`config.mk`:
```
export PLATFORM = sky130hd
export DESIGN_NAME = gdcc_query
export DESIGN_NICKNAME = d
export VERILOG_FILES = /design/src/gdcc_pkg.sv /design/src/gdcc_query.sv
export SDC_FILE = /design/constraint.sdc
export NUM_CORES = 1
export LEC_CHECK = 0
export BUFFER_PORTS_ARGS = -buffer_cell sky130_fd_sc_hd__buf_2
export CORE_AREA = 2 2 623 625
export DETAILED_ROUTE_END_ITERATION = 8
export DIE_AREA = 0 0 625 627
export PLACE_DENSITY = 0.3
export SYNTH_ARGS = -nofsm -noshare
export SYNTH_HDL_FRONTEND = slang
export SYNTH_SLANG_ARGS = --single-unit
```
`constraint.sdc`:
```
create_clock -name vclk -period 4.9
set_input_delay 0.735 -clock vclk [all_inputs]
set_output_delay 0.735 -clock vclk [all_outputs]
set_load 0.1 [all_outputs]
```
`src/gdcc_pkg.sv`:
```
// ----------------------------------------------------------------------------
// gdcc_pkg: shared types and constants of the debounced click counter
// Pin count, field widths, register indexes, op and query codes, lane types.
// ----------------------------------------------------------------------------
package gdcc_pkg;

  // Number of pins that have counters (1 to 16 reachable by mask and index).
  localparam int PIN_COUNT = 16;
  // Width of a pin number inside the block.
  localparam int PIN_IDX_W = (PIN_COUNT > 1) ? $clog2(PIN_COUNT) : 1;

  // Port field widths.
  localparam int MASK_W    = 16;
  localparam int TIME_W    = 32;
  localparam int CNT_W     = 32;
  localparam int IDX_W     = 4;
  localparam int MODE_W    = 2;
  localparam int VALUE_W   = 32;
  localparam int CFG_IDX_W = 8;
  localparam int CFG_DAT_W = 32;
  localparam int REG_W     = 16;

  localparam logic [REG_W-1:0] DEBOUNCE_RST = REG_W'(200);

  // Configuration register indexes.
  localparam logic [CFG_IDX_W-1:0] CFG_PIN_ENABLE  = CFG_IDX_W'(0);
  localparam logic [CFG_IDX_W-1:0] CFG_DEBOUNCE_MS = CFG_IDX_W'(1);

  // Answer for a pin that has no counters.
  localparam logic [VALUE_W-1:0] VALUE_NO_PIN = '1;

  typedef enum logic {
    OP_EVENT = 1'b0,
    OP_QUERY = 1'b1
  } op_e;

  typedef enum logic [MODE_W-1:0] {
    QM_TOTAL  = 2'd0,
    QM_STATUS = 2'd1,
    QM_DELTA  = 2'd2,
    QM_LAST   = 2'd3
  } query_mode_e;

  // Per-pin counter state.
  typedef struct packed {
    logic [TIME_W-1:0] last_time;
    logic [CNT_W-1:0]  since_clear;
    logic [CNT_W-1:0]  total;
  } lane_state_t;

  // Per-pin update strobes.
  typedef struct packed {
    logic click_check; // event retires and pin is pending and enabled
    logic clear;       // query clears the clicks-since-clear count
  } lane_cmd_t;

endpackage

```
`src/gdcc_query.sv`:
```
// ----------------------------------------------------------------------------
// gdcc_query: query answer select
// Picks one pin's counters and forms the answer for the query mode.
// ----------------------------------------------------------------------------
module gdcc_query (
  input  gdcc_pkg::lane_state_t [gdcc_pkg::PIN_COUNT-1:0] lanes_i,
  input  logic [gdcc_pkg::IDX_W-1:0]                      pin_index_i,
  input  gdcc_pkg::query_mode_e                           mode_i,
  output logic [gdcc_pkg::VALUE_W-1:0]                    value_o,
  output logic [gdcc_pkg::PIN_COUNT-1:0]                  clear_o
);
  import gdcc_pkg::*;

  logic                 in_range;
  logic [PIN_IDX_W-1:0] sel;
  lane_state_t          lane;
  logic [VALUE_W-1:0]   answer;
  logic                 clears;

  assign in_range = (32'(pin_index_i) < PIN_COUNT);
  assign sel      = PIN_IDX_W'(pin_index_i);
  assign lane     = lanes_i[sel];

  always_comb begin
    answer = lane.total;
    clears = 1'b0;
    case (mode_i)
      QM_TOTAL: begin
        answer = lane.total;
      end
      QM_STATUS: begin
        // negative total when nothing was clicked since the last clear
        answer = (lane.since_clear == '0) ? (VALUE_W'(0) - lane.total) : lane.total;
        clears = 1'b1;
      end
      QM_DELTA: begin
        answer = lane.since_clear;
        clears = 1'b1;
      end
      QM_LAST: begin
        answer = lane.last_time;
      end
      default: begin
        answer = lane.total;
      end
    endcase
  end

  always_comb begin
    clear_o = '0;
    if (in_range && clears) begin
      clear_o[sel] = 1'b1;
    end
  end

  assign value_o = in_range ? answer : VALUE_NO_PIN;

endmodule

```
==> flow_summary.toml <==
[worst_setup_path]
cp-start-kind = "input pin"
worstPathMaxFanout = 7
setup.worst_path.end_class = "output port"
cp_data_arrival_time_ps = 4840
crit_required_ps = 4160
critPathKind = "input pin to output port"

[power_and_ir_drop]
total_power_mw = 4.285
p_leak_nw = 13.16
irDropWorstVdd_uv = 76.87
power_density_mw_per_mm2 = 128.1

[synthesis]
netlist_area_sq_mm = 0.01339
synth_area_leader_cell = "mux4_2"
synth_warnings = 0
synth_nets = 2581
netlist.area_leader.share = 0.6962
netlist_instances = 1034
yosysSeqAreaShare = 0
synth_area_per_cell_sq_um = 12.95
yosys-top-cells-area = "mux4_2 70%, a22oi_1 5.1%, nand2_1 2.8%, mux4_1 2.2%, clkbuf_1 2.0%"
synth_common_cells = "414 x mux4_2, 99 x nand2_1, 91 x a22oi_1, 73 x clkbuf_1, 34 x buf_2"
yosysMostFrequentCell = "mux4_2"
ys_types = 60

[sta]
fin_ws_ps = -678.9
fin_tns_setup_ps = -13160
finalHoldViolCount = 0
min_period_over_period = 1.139
max_slew_margin = 0.3019
fin_hold_ws_ps = 2340
setup_viol = 31
slew_viol_final = 0
finalWorstPathRequiredPeriod_ps = 5579
tightest_slew_ps = 1047
fmax_ghz = 0.1792
rsz0062_at_grt = "true"

[finish]
area_growth_pct = 149.9
seqCellArea_sq_um = 0
clock_buffers = 0
drive_gt1_frac = 0.8975
fin_nets = 4485
numSequentialCells = 0
layoutNonFillerInstCount = 8076

[drt]
wl_um = 290300
dr.pass1.iters = 5
vias = 22220
drc = 0
initialDrtViolationCount = 1364
drt.antenna.violating_nets = 0
via_per_inst = 2.751
routedWlPerCell_um = 35.94

[run_status]
violations = "setup timing"
status = "complete, but fails checks"

[place]
dpl.hpwl_um = 271900
gp_congestion = 0.9139
post-place-ws_ps = -1472
io_buffers = 1590
dpl.cell_count = 7914

[hold_path]
hold_class = "input pin to output port"

[floorplan]
start_util = 0.03480
core_area_sq_mm = 0.3848
die_h_um = 627
ios = 1590
num_rows = 228
die_w_um = 625
die_area_sq_mm = 0.3919

[cts]
holdBufCountCts = 0

[grt]
grt_overflow = 0
antenna_found_initial = 380
grt_pass1_vias = 23230
grt_max_degree = 37
grt_pass1_wl_um = 338600
grt_usage = 0.1411

[flow_run]
maxCapViolations = 0
## layout by cell type (no fill, tap or decap), drive strengths merged, types with 4 or more instances in the layout
master,instances
and4,14
diode,80
a31oi,6
a221o,8
a221oi,24
o2bb2ai,4
nor2,33
a22o,15
nand2b,4
o21ai,13
a311o,9
a21oi,10
buf,2042
nand3,16
nor3,20
a21o,4
nor4,13
mux4,425
nor2b,4
nand2,101
inv,7
o211a,7
nor4b,10
nand4,11
a22oi,92
ha,5
o211ai,4
## cells by family after synthesis
group                      share of synthesized area
adders and majority gates                   0.004671
muxes                                         0.7209
and+or+nand+nor                              0.09613
buffers and inverters                        0.05895
AOI/OAI and AO/OA                             0.1194
## cell type report
cell class	instances	area, sq um
diodes	80	200.2
fillers	44790	351400
inverters	7	28.78
multi-input cells	884	13690
well taps	5060	6331
repair buffers	2045	13210
## path summary, 6_finish.rpt
| path | from | endpoint | cells past startpoint |
|---|---|---|---|
| min | mode_i[1] | value_o[0] | 6 |
| max | pin_index_i[0] | value_o[12] | 14 |
## worst max-delay path, stage by stage
cell and delay [ps]:
buf_16 130, buf_16 140, buf_12 110, buf_12 120, mux4_2 580, mux4_2 590, or3b_4 450, buf_6 130
nor4_4 460, buf_4 240, buf_6 110, nor4b_2 50, nor3_4 630, buf_12 260
## through the flow
step	instance area, sq um	util
after global placement	31230	0.08114
final	33460	0.08696
after CTS	32730	0.08505
after global routing	33370	0.08671
after detailed placement	31230	0.08114
after floorplan	13740	-
## layer usage
metal	part of all wire	up-vias	global-route usage
met5	0.0035	-	0
met4	0.024	154	0.01636
met3	0.080	588	0.03988
met2	0.52	1515	0.2649
met1	0.38	11210	0.1609
li1	-	8750	-
## where the power goes
part	internal, mW	total [mW]	switching [mW]
Sequential	0	0	0
Combinational	1.87	4.29	2.41
Clock	0.00000222	0.00000222	0
Total	1.87	4.29	2.41
## repair_timing
item                       in CTS  in global routing
setup buffers                  65                 24
pin swaps                      73                 62
resized for setup             193                 94
setup endpoints to repair      31                 31
cloned                          5                  2
No activity file was read; power rests on OpenSTA's default activity.
