**src/gdcc_pkg.sv**
```systemverilog
// ----------------------------------------------------------------------------
// gdcc_pkg: shared types and constants of the debounced click counter
// Pin count, field widths, register indexes, op and query codes, lane types.
// ----------------------------------------------------------------------------
package gdcc_pkg;

  // Number of pins that have counters (1 to 16 reachable by mask and index).
  localparam int PIN_COUNT = 16;
  // Width of a pin number inside the block.
  localparam int PIN_IDX_W = (PIN_COUNT > 1) ? $clog2(PIN_COUNT) : 1;

  // Port field widths.
  localparam int MASK_W    = 16;
  localparam int TIME_W    = 32;
  localparam int CNT_W     = 32;
  localparam int IDX_W     = 4;
  localparam int MODE_W    = 2;
  localparam int VALUE_W   = 32;
  localparam int CFG_IDX_W = 8;
  localparam int CFG_DAT_W = 32;
  localparam int REG_W     = 16;

  localparam logic [REG_W-1:0] DEBOUNCE_RST = REG_W'(200);

  // Configuration register indexes.
  localparam logic [CFG_IDX_W-1:0] CFG_PIN_ENABLE  = CFG_IDX_W'(0);
  localparam logic [CFG_IDX_W-1:0] CFG_DEBOUNCE_MS = CFG_IDX_W'(1);

  // Answer for a pin that has no counters.
  localparam logic [VALUE_W-1:0] VALUE_NO_PIN = '1;

  typedef enum logic {
    OP_EVENT = 1'b0,
    OP_QUERY = 1'b1
  } op_e;

  typedef enum logic [MODE_W-1:0] {
    QM_TOTAL  = 2'd0,
    QM_STATUS = 2'd1,
    QM_DELTA  = 2'd2,
    QM_LAST   = 2'd3
  } query_mode_e;

  // Per-pin counter state.
  typedef struct packed {
    logic [TIME_W-1:0] last_time;
    logic [CNT_W-1:0]  since_clear;
    logic [CNT_W-1:0]  total;
  } lane_state_t;

  // Per-pin update strobes.
  typedef struct packed {
    logic click_check; // event retires and pin is pending and enabled
    logic clear;       // query clears the clicks-since-clear count
  } lane_cmd_t;

endpackage

```
**src/gdcc_pin_lane.sv**
```systemverilog
// ----------------------------------------------------------------------------
// gdcc_pin_lane: counters of one pin
// Debounce compare, last click time, clicks-since-clear and total counts.
// ----------------------------------------------------------------------------
module gdcc_pin_lane (
  input  logic                        clk_i,
  input  logic                        rst_ni,
  input  gdcc_pkg::lane_cmd_t         cmd_i,
  input  logic [gdcc_pkg::TIME_W-1:0] now_ms_i,
  input  logic [gdcc_pkg::TIME_W-1:0] limit_i,
  output gdcc_pkg::lane_state_t       state_o
);
  import gdcc_pkg::*;

  lane_state_t state_d, state_q;
  logic        hit;

  // Unsigned compare against the wrapped window start.
  assign hit = cmd_i.click_check && (state_q.last_time < limit_i);

  always_comb begin
    state_d = state_q;
    if (hit) begin
      state_d.last_time   = now_ms_i;
      state_d.since_clear = state_q.since_clear + CNT_W'(1);
      state_d.total       = state_q.total + CNT_W'(1);
    end
    if (cmd_i.clear) begin
      state_d.since_clear = '0;
    end
  end

  always_ff @(posedge clk_i or negedge rst_ni) begin
    if (!rst_ni) begin
      state_q <= '0;
    end else begin
      state_q <= state_d;
    end
  end

  assign state_o = state_q;

endmodule

```
**config.mk**
```make
export PLATFORM = sky130hd
export DESIGN_NAME = gdcc_pin_lane
export DESIGN_NICKNAME = d
export VERILOG_FILES = /design/src/gdcc_pkg.sv /design/src/gdcc_pin_lane.sv
export SDC_FILE = /design/constraint.sdc
export NUM_CORES = 1
export LEC_CHECK = 0
export ABC_AREA = 1
export BUFFER_PORTS_ARGS = -buffer_cell sky130_fd_sc_hd__buf_2
export CORE_MARGIN = 2
export CORE_UTILIZATION = 38
export CTS_CLUSTER_SIZE = 24
export DETAILED_ROUTE_END_ITERATION = 7
export GPL_TIMING_DRIVEN = 1
export PLACE_DENSITY_LB_ADDON = 0.08
export SLEW_MARGIN = 20
export SYNTH_ARGS = -nofsm -noshare
export SYNTH_HDL_FRONTEND = slang
export SYNTH_SLANG_ARGS = --single-unit
```
**constraint.sdc**
```tcl
create_clock -name clk_i -period 2.4 [get_ports clk_i]
set_input_delay 0.12 -clock clk_i [delete_from_list [all_inputs] [get_ports clk_i]]
set_output_delay 0.12 -clock clk_i [all_outputs]
set_load 0.05 [all_outputs]
```
==> summary.txt, run 1 <==
Run status
  • Status: complete, no violations

Yosys
  • Synth top cells by count: nand2_1, nand3_1, dfrtp_1, inv_1, nor2_1
  • Mapped Cells: 908
  • Synth Register Bits: 96
  • Sequential fraction of the synthesis area: 36.7%
  • Top cell type's share of synthesized area: 36.7%
  • Top post-synthesis cells by area: dfrtp_1, nand2_1, nand3_1
  • Top-count cell post-synth: nand2_1
  • Synth Flop Type: dfrtp_1
  • Syn_nets: 1009
  • Yosys warns: 0
  • Synthesized area per cell: 7.20 µm²
  • Mapped Area: 6540 µm²
  • Post-synth top area cell: dfrtp_1
  • Ys async rst share: 100%
  • Number of synthesized flops with an enable pin: 0
  • Netlist cell types: 30

Clocking
  • Cts bufs inserted: 9
  • Post-CTS Setup Inserts: 0
  • Cts hold-fix bufs: 15
  • CTS tree: done
  • Clk slew on worst S/H paths: 0.07 ns
  • Clk Latency, worst-skew pair: 0.35 ns
  • Clk buf depth: 2
  • Post-CTS Resized: 0
  • CTS sink cnt: 96
  • Clock root cell: clkbuf_16
  • Clock H-tree levels: 3

Placement
  • Hpwl dp: 13700 µm
  • Number of port buffers: 163
  • GPL Wtd Cong: 0.971

Setup path
  • Req. time, crit path: 2.68 ns
  • CP Max Fanout: 37
  • Setup CP Type: register to register
  • Setup crit end kind: register
  • Arrival time worst endpoint: 2.37 ns
  • Setup crit start kind: register

Floorplanning
  • Starting Density: 39.2%
  • Die area: 18300 µm²
  • Die W: 135 µm
  • Row Count: 47
  • Core Area: 16700 µm²
  • Die height: 135 µm
  • I/O Pins: 164

GRT
  • Grt total ovfl: 0
  • First-pass GRT wire length: 30800 µm
  • Vias in the first global route: 5915
  • Initial antenna violation count: 0
  • Total Routing Usage GR: 21.1%
  • Largest net degree at the start of global routing: 56

Timing
  • Hold_ws: 0.0103 ns
  • RSZ-0062 raised after global routing: no
  • Period utilization: 87.1%
  • Clock skew: 0.00757 ns
  • Endpoints failing setup: 0
  • Fin crit period: 2.09 ns
  • Max-slew violations: 0
  • Slew headroom: 60.4%
  • Total negative slack: 0 ns
  • Fin. Hold Viols: 0
  • Worst slew pin tran: 0.594 ns
  • F_max: 0.479 GHz

Routing
  • Via total after detailed routing: 6271
  • Total routed wirelength: 18900 µm
  • Post-route ant nets: 0
  • Detailed Route Iter0 Violations: 334
  • Drt wl/cell: 14.6 µm
  • Vias per cell: 4.84
  • Drt drc: 0
  • Drt first pass iters: 6

Power
  • Flop pwr share: 32.7%
  • Clock group share of total power: 21.7%
  • Peak VDD IR: 563 µV
  • Sw frac: 47.6%
  • Sw Pwr: 3.32 mW
  • Power Density: 866 nW/µm²
  • Combinational share of power: 45.6%
  • Leakage power: 4.48 nW
  • Internal Power: 3.66 mW

Layout
  • # fillers: 1732
  • Antenna Cells: 0
  • Final #Nets: 1173
  • Share of cells above drive strength 1: 20.7%
  • Area delta synth->final: 23.1%
  • Max reg flops: 96

Hold path
  • Class of the worst hold path: primary input to register

Run
  • Maximum capacitance violations: 0
## path summary, 6_finish.rpt
kind,from,endpoint,slack (ns),depth (start not counted)
worst min register to register,state_o[90]$_DFFE_PN0N_,state_o[90]$_DFFE_PN0N_,0.50,2
worst max-delay path,state_o[69]$_DFFE_PN0N_,state_o[90]$_DFFE_PN0N_,0.31,11
max in group asynchronous,rst_ni,state_o[64]$_DFFE_PN0N_,1.44,3
min in group asynchronous,rst_ni,state_o[90]$_DFFE_PN0N_,0.31,2
worst max register to register,state_o[69]$_DFFE_PN0N_,state_o[90]$_DFFE_PN0N_,0.31,11
worst min-delay path,now_ms_i[9],state_o[73]$_DFFE_PN0N_,0.01,3
## kinds of logic (layout without fill, tap and decap cells)
| kind of cell | after synthesis | after routing | synth area share, % |
|---|---|---|---|
| buffers and inverters | 135 | 304 | 9.07 |
| AND/OR/NAND/NOR | 568 | 568 | 38.9 |
| flip-flops | 96 | 96 | 36.7 |
| adder cells (fa/ha/maj) | 33 | 33 | 6.31 |
| XOR/XNOR | 50 | 50 | 6.92 |
| AO/OA/AOI/OAI | 26 | 26 | 2.10 |
## worst max-delay path, cell delays in order, from the launching register on
cell and delay (ns):
dfrtp_1 0.41, ha_1 0.30, a21oi_1 0.14, nor2_1 0.05, nor3_1 0.12, nand2_1 0.09, nand2_1 0.06, nand2_1 0.10
nand2_4 0.11, buf_4 0.37, nand3_1 0.17, nand2_1 0.10
## layer usage
metal  global-route usage (%)  wire length, µm
met5                        0                0
met1                     31.0             9570
met3                     3.07              918
met4                     6.19              264
met2                     32.3             8140
## cells in the final DEF, fill, tap and decap left out, types with 9 or more instances in the layout
| cell type | n |
|---|---|
| clkbuf_16 | 9 |
| dlygate4sd3_1 | 15 |
| nor2_1 | 67 |
| o21ai_0 | 9 |
| inv_1 | 94 |
| nand2_1 | 310 |
| nand3_1 | 105 |
| buf_2 | 162 |
| xor2_1 | 33 |
| xnor2_1 | 15 |
| ha_1 | 33 |
| nand4_1 | 40 |
| nor3_1 | 14 |
| dfrtp_1 | 96 |
| a21oi_1 | 14 |
## power groups by stage
| stage | combinational (mW) | clock, mW | sequential (mW) |
|---|---|---|---|
| after floorplan | 1.24 | 0 | 3.38 |
| after global placement | 3.17 | 0 | 2.31 |
| after detailed placement | 3.19 | 0 | 2.32 |
| after CTS | 3.22 | 1.58 | 2.29 |
| after global routing | 3.51 | 1.64 | 2.33 |
| final | 3.18 | 1.51 | 2.28 |
## per-stage QoR
step | setup slack [ns] | std cells | cell area, µm² | util, % | power (mW)
finish | 0.310 | 1297 | 8060 | 48.2 | 6.98
global route | 0.0784 | 1297 | 8060 | 48.2 | 7.48
CTS | 0.248 | 1297 | 8060 | 48.2 | 7.08
detailed placement | 0.266 | 1266 | 7600 | 45.5 | 5.51
global placement | 0.321 | 1266 | 7600 | 45.5 | 5.48
floorplan | 0.355 | 908 | 6540 | - | 4.62
## layout make-up
class	instances	area [µm²]	share of cell area [%]
clock buffers	12	256	3.18
clock inverters	4	51.3	0.637
inverters	98	368	4.57
multi-input cells	677	3570	44.3
flip-flops and latches	96	2400	29.8
well taps	220	275	3.42
repair buffers	190	1130	14.1
Power figures use the tool's default switching activity.
==> run 2, diff against run 1 <==
--- a/config.mk
+++ b/config.mk
@@ -9,10 +9,12 @@
 export BUFFER_PORTS_ARGS = -buffer_cell sky130_fd_sc_hd__buf_2
 export CORE_MARGIN = 2
 export CORE_UTILIZATION = 38
+export CTS_CLUSTER_DIAMETER = 40
 export CTS_CLUSTER_SIZE = 24
 export DETAILED_ROUTE_END_ITERATION = 7
+export GPL_ROUTABILITY_DRIVEN = 0
 export GPL_TIMING_DRIVEN = 1
-export PLACE_DENSITY_LB_ADDON = 0.08
+export PLACE_DENSITY_LB_ADDON = 0.25
 export SLEW_MARGIN = 20
 export SYNTH_ARGS = -nofsm -noshare
 export SYNTH_HDL_FRONTEND = slang
==> run 2 against run 1 <==
- global-route usage fell by 0.56 points
- first-iteration DRC count rose by 23%
- largest power group unchanged
- sequential share of layout area barely moved
- via count rose by 2.4%
- sequential cell count did not move
- final cell count barely moved
- clock skew rose by 0.0041 ns
- die area did not move
- power rose by 0.18%
- non-clock buffer count rose by 1
- setup slack got worse by 0.11 ns
- register-to-register slack got worse by 0.11 ns
==> summary.txt, run 2 (synthesis results as in run 1) <==
Run status
  • Status: complete, no violations

Layout
  • Area delta synth->final: 23.2%
  • Max reg flops: 96
  • Share of cells above drive strength 1: 21.0%
  • Antenna Cells: 0
  • Commonest non-fill, non-tap cells in the layout: nand2_1, buf_2, nand3_1, dfrtp_1, inv_1
  • Final #Nets: 1174
  • Commonest non-fill, non-tap cell in the layout: nand2_1
  • # fillers: 1719
  • Fin area: 8060 µm²

Timing
  • Period utilization: 91.5%
  • Clock skew: 0.0117 ns
  • Total negative slack: 0 ns
  • Max-slew violations: 0
  • Fin. Hold Viols: 0
  • Fin crit period: 2.20 ns
  • Slew headroom: 71.9%
  • RSZ-0062 raised after global routing: no
  • Worst slew pin tran: 0.422 ns
  • F_max: 0.455 GHz
  • Endpoints failing setup: 0

Setup path
  • CP top delay family: simple AND/OR/NAND/NOR gates
  • Crit path capture: state_o[53]$_DFFE_PN0P_
  • CP most frequent cell: nand2_1
  • Setup CP Type: register to register
  • Setup crit end kind: register
  • CP Cell Sequence: ha_1 -> a21oi_1 -> nor2_1 -> nor3_1 -> nand2_1 -> nand2_1 -> nand2_1 -> nand2_4 -> buf_12 -> buf_4 -> nand4_1 -> nand2_1
  • Setup crit start kind: register
  • CP Max Fanout: 72
  • CP Depth: 12
  • Slowest Stage Delay on Critical Path: 0.39 ns
  • Crit-path slowest cell: dfrtp_1
  • Reg-to-reg slack, setup: 0.20 ns
  • Worst path bufs/invs: 2
  • Reg2reg end: state_o[53]$_DFFE_PN0P_
  • Critical R2R Launch: state_o[69]$_DFFE_PN0N_
  • Req. time, crit path: 2.68 ns
  • Worst R2R Path Depth: 12
  • Arrival time worst endpoint: 2.48 ns
  • Worst Setup SP: state_o[69]$_DFFE_PN0N_

Clocking
  • Clk slew on worst S/H paths: 0.08 ns
  • Clk buf depth: 2
  • Clock H-tree levels: 3
  • Post-CTS Resized: 0
  • Cts bufs inserted: 9
  • CTS sink cnt: 96
  • Clock root cell: clkbuf_16
  • Clk Latency, worst-skew pair: 0.35 ns
  • CTS tree: done

Power
  • Peak VDD IR: 583 µV
  • Power Density: 868 nW/µm²
  • Leakage power: 4.49 nW
  • Overall power: 6.99 mW

GRT
  • Grt total ovfl: 0
  • Total Routing Usage GR: 20.6%
  • Initial antenna violation count: 0
  • Largest net degree at the start of global routing: 73
  • Vias in the first global route: 5979
  • First-pass GRT wire length: 30200 µm

Routing
  • Total routed wirelength: 18600 µm
  • Drt wl/cell: 14.4 µm
  • Drt drc: 0
  • Drt first pass iters: 5
  • Via total after detailed routing: 6421
  • Vias per cell: 4.95
  • Post-route ant nets: 0
  • Detailed Route Iter0 Violations: 411

Hold path
  • Hold Path Origin: now_ms_i[15]
  • Class of the worst hold path: primary input to register
  • Hold path depth: 3

Placement
  • Cell area after placement: 7620 µm²
  • Number of port buffers: 163
  • Hpwl dp: 13600 µm

Floorplanning
  • I/O Pins: 164
  • Die W: 135 µm
  • Row Count: 47
  • Die height: 135 µm
  • Core Area: 16700 µm²
  • Die area: 18300 µm²
  • Starting Density: 39.2%

Run
  • Maximum capacitance violations: 0
run 2: worst register-to-register path, stage by stage, from the launching register on:
cell,delay (ns)
dfrtp_1,0.39
ha_1,0.30
a21oi_1,0.16
nor2_1,0.06
nor3_1,0.12
nand2_1,0.08
nand2_1,0.06
nand2_1,0.08
nand2_4,0.09
buf_12,0.28
buf_4,0.32
nand4_1,0.10
nand2_1,0.09
run 2: how the worst min path moves through the flow:
| stage | to |
|---|---|
| after detailed placement | state_o[51]$_DFFE_PN0P_ |
| after global routing | state_o[67]$_DFFE_PN0N_ |
| final | state_o[79]$_DFFE_PN0N_ |
| after CTS | state_o[79]$_DFFE_PN0N_ |
| after floorplan | state_o[0]$_DFFE_PN0N_ |
| after global placement | state_o[54]$_DFFE_PN0P_ |
run 2: timing repair:
action | CTS | global route
setup buffers | 0 | 0
hold buffers | 13 | 0
endpoints found under the hold margin | 81 | 0
endpoints found under the setup margin | 0 | 0
run 2: layout make-up:
cell class                 count  area (µm²)  area share, %
multi-input combinational    677        3570           44.3
sequential                    96        2400           29.8
timing repair buffer         191        1140           14.1
inverter                      98         368           4.57
tap                          220         275           3.42
clock buffer                  11         243           3.01
clock inverter                 5        63.8          0.792
run 2: report_power, final:
part | switching (mW) | internal, mW | leakage, nW
Sequential | 0.338 | 1.94 | 1.28
Combinational | 2.34 | 0.861 | 3.06
Clock | 0.663 | 0.848 | 0.147
run 2: routing by layer:
layer,GRT usage (%),wire length [µm]
met3,3.22,1140
met2,32.3,8320
met4,6.89,359
met1,29.0,8820
met5,0,0
run 2: metrics by stage:
| step | setup WS, ns | util (%) | hold slack, ns | instances |
|---|---|---|---|---|
| after global placement | 0.312 | 45.6 | -0.00542 | 1269 |
| final | 0.204 | 48.2 | 0.0161 | 1298 |
| after CTS | 0.222 | 48.2 | 0.000905 | 1298 |
| after detailed placement | 0.247 | 45.6 | -0.00480 | 1269 |
| after floorplan | 0.355 | - | -0.176 | 908 |
| after global routing | 0.0334 | 48.2 | 0.0130 | 1298 |
==> run 3, diff against run 2 <==
--- a/config.mk
+++ b/config.mk
@@ -6,12 +6,12 @@
 export NUM_CORES = 1
 export LEC_CHECK = 0
 export ABC_AREA = 1
-export BUFFER_PORTS_ARGS = -buffer_cell sky130_fd_sc_hd__buf_2
 export CORE_MARGIN = 2
 export CORE_UTILIZATION = 38
 export CTS_CLUSTER_DIAMETER = 40
 export CTS_CLUSTER_SIZE = 24
 export DETAILED_ROUTE_END_ITERATION = 7
+export DONT_BUFFER_PORTS = 1
 export GPL_ROUTABILITY_DRIVEN = 0
 export GPL_TIMING_DRIVEN = 1
 export PLACE_DENSITY_LB_ADDON = 0.25
==> run 3 against run 2 <==
- register-to-register slack improved by 0.02 ns
- fmax increased by 0.86%
- clock skew decreased by 0.0023 ns
- wire length increased by 3.8%
- largest cell class unchanged
- largest power group unchanged
==> summary.txt, run 3 (synthesis results as in run 1) <==
Timing
  • Max-slew violations: 0
  • Clock skew: 0.00934 ns
  • Slew headroom: 32.0%
  • F_max: 0.459 GHz
  • Period utilization: 90.7%
  • Fin crit period: 2.18 ns
  • Endpoints failing setup: 0
  • Fin. Hold Viols: 0
  • Worst slew pin tran: 1.02 ns
  • Final setup margin: 0.222 ns
  • RSZ-0062 raised after global routing: no

Floorplanning
  • Core Area: 16700 µm²
  • Die area: 18300 µm²
  • Starting Density: 39.2%
  • Die W: 135 µm
  • Row Count: 47
  • I/O Pins: 164
  • Die height: 135 µm

Routing
  • Via total after detailed routing: 6197
  • Post-route ant nets: 0
  • Drt wl/cell: 15.5 µm
  • Drt first pass iters: 4
  • Drt drc: 0
  • Detailed Route Iter0 Violations: 363
  • Total routed wirelength: 19300 µm
  • Vias per cell: 4.97

Power
  • Clock group share of total power: 22.2%
  • Flop pwr share: 29.4%
  • Combinational share of power: 48.3%
  • Sw frac: 46.5%
  • Power Density: 898 nW/µm²
  • Internal Power: 3.91 mW
  • Sw Pwr: 3.40 mW
  • Peak VDD IR: 571 µV
  • Leakage power: 4.31 nW

Clocking
  • CTS sink cnt: 96
  • CTS tree: done
  • Clk buf depth: 2
  • Clk Latency, worst-skew pair: 0.35 ns
  • Clock root cell: clkbuf_16
  • Cts bufs inserted: 9
  • Clock H-tree levels: 3
  • Clk slew on worst S/H paths: 0.07 ns

Hold path
  • Class of the worst hold path: primary input to asynchronous set/reset pin

Layout
  • Commonest non-fill, non-tap cells in the layout: nand2_1, nand3_1, buf_4, dfrtp_1, inv_1
  • Commonest non-fill, non-tap cell in the layout: nand2_1
  • Area of the multi-input gates: 3590 µm²
  • Final #Nets: 1123
  • Max reg flops: 96
  • Register area: 2400 µm²
  • # fillers: 1655
  • Share of cells above drive strength 1: 15.3%
  • Area delta synth->final: 24.5%
  • Final Util: 48.8%

Setup path
  • Reg2reg end: state_o[58]$_DFFE_PN0P_
  • CP Max Fanout: 7
  • Setup crit end kind: register
  • Reg-to-reg slack, setup: 0.22 ns
  • Crit-path slowest cell: dfrtp_1
  • Worst Setup SP: state_o[32]$_DFFE_PN0P_
  • Critical R2R Launch: state_o[32]$_DFFE_PN0P_
  • Setup crit start kind: register
  • CP Cell Sequence: ha_1 -> nand2_1 -> nor2_2 -> nand2_1 -> nor2_2 -> nand2_1 -> nand2_1 -> nand2_1 -> inv_1 -> nand4_1 -> nand2_1
  • Setup CP Type: register to register
  • Slowest Stage Delay on Critical Path: 0.51 ns
  • CP most frequent cell: nand2_1
  • Worst path bufs/invs: 1
  • Req. time, crit path: 2.68 ns
  • CP top delay family: simple AND/OR/NAND/NOR gates
  • Worst R2R Path Depth: 11
  • CP Depth: 11
  • Arrival time worst endpoint: 2.46 ns

GRT
  • Largest net degree at the start of global routing: 97
  • First-pass GRT wire length: 30700 µm
  • Total Routing Usage GR: 21.3%
  • Vias in the first global route: 5938
  • Grt total ovfl: 0
  • Initial antenna violation count: 1

Run
  • Maximum capacitance violations: 0

Run status
  • Status: complete, no violations

Placement
  • Number of port buffers: 0
  • Hpwl dp: 13600 µm
  • Placement Setup Slack: -0.155 ns
[run 3: what timing repair did]
action | CTS | global route
endpoints found under the setup margin | 70 | 62
endpoints found under the hold margin | 128 | 0
setup buffers | 2 | 1
resized for setup | 1 | 1
hold buffers | 34 | 0
pin swaps | 1 | 0
gates cloned | 1 | 0
[run 3: per-stage QoR]
stage | hold slack [ns] | instance area, µm² | total power [mW] | std cells | setup TNS, ns
finish | 0.365 | 8150 | 7.32 | 1248 | 0
global route | 0.401 | 8140 | 7.78 | 1247 | 0
floorplan | -0.176 | 6540 | 4.62 | 908 | 0
global placement | -0.172 | 7420 | 5.56 | 1193 | -4.27
CTS | 0.406 | 8130 | 7.38 | 1246 | 0
detailed placement | -0.172 | 7420 | 5.61 | 1193 | -6.74
[run 3: worst max path at each step]
stage	slack, ns	endpoint
global route	0.008	state_o[27]$_DFFE_PN0N_
detailed placement	-0.16	state_o[58]$_DFFE_PN0P_
global placement	-0.10	state_o[44]$_DFFE_PN0P_
finish	0.22	state_o[58]$_DFFE_PN0P_
floorplan	0.35	state_o[34]$_DFFE_PN0P_
CTS	0.1	state_o[5]$_DFFE_PN0N_
[run 3: power by group through the flow]
stage / registers, mW / logic, mW / clock network (mW)
global placement: 2.17 / 3.39 / 0
CTS: 2.16 / 3.55 / 1.67
global route: 2.19 / 3.85 / 1.75
detailed placement: 2.19 / 3.42 / 0
finish: 2.15 / 3.54 / 1.62
floorplan: 3.38 / 1.24 / 0
[run 3: layer usage]
layer / up-vias / global-route usage [%] / part of all wire (%)
li1: 3130 / - / -
met1: 2848 / 27.7 / 45
met2: 204 / 35.5 / 46
met3: 15 / 5.87 / 8.0
met4: 0 / 4.98 / 1.2
met5: - / 0 / 0
[run 3: final cells by class]
type                            count  area share [%]
Timing Repair Buffer              139            14.5
Clock inverter                      6            1.11
Sequential cell                    96            29.5
Multi-Input combinational cell    678            44.0
Tap cell                          220            3.38
Antenna cell                        1          0.0307
Inverter                           98            4.52
Clock buffer                       10            2.93
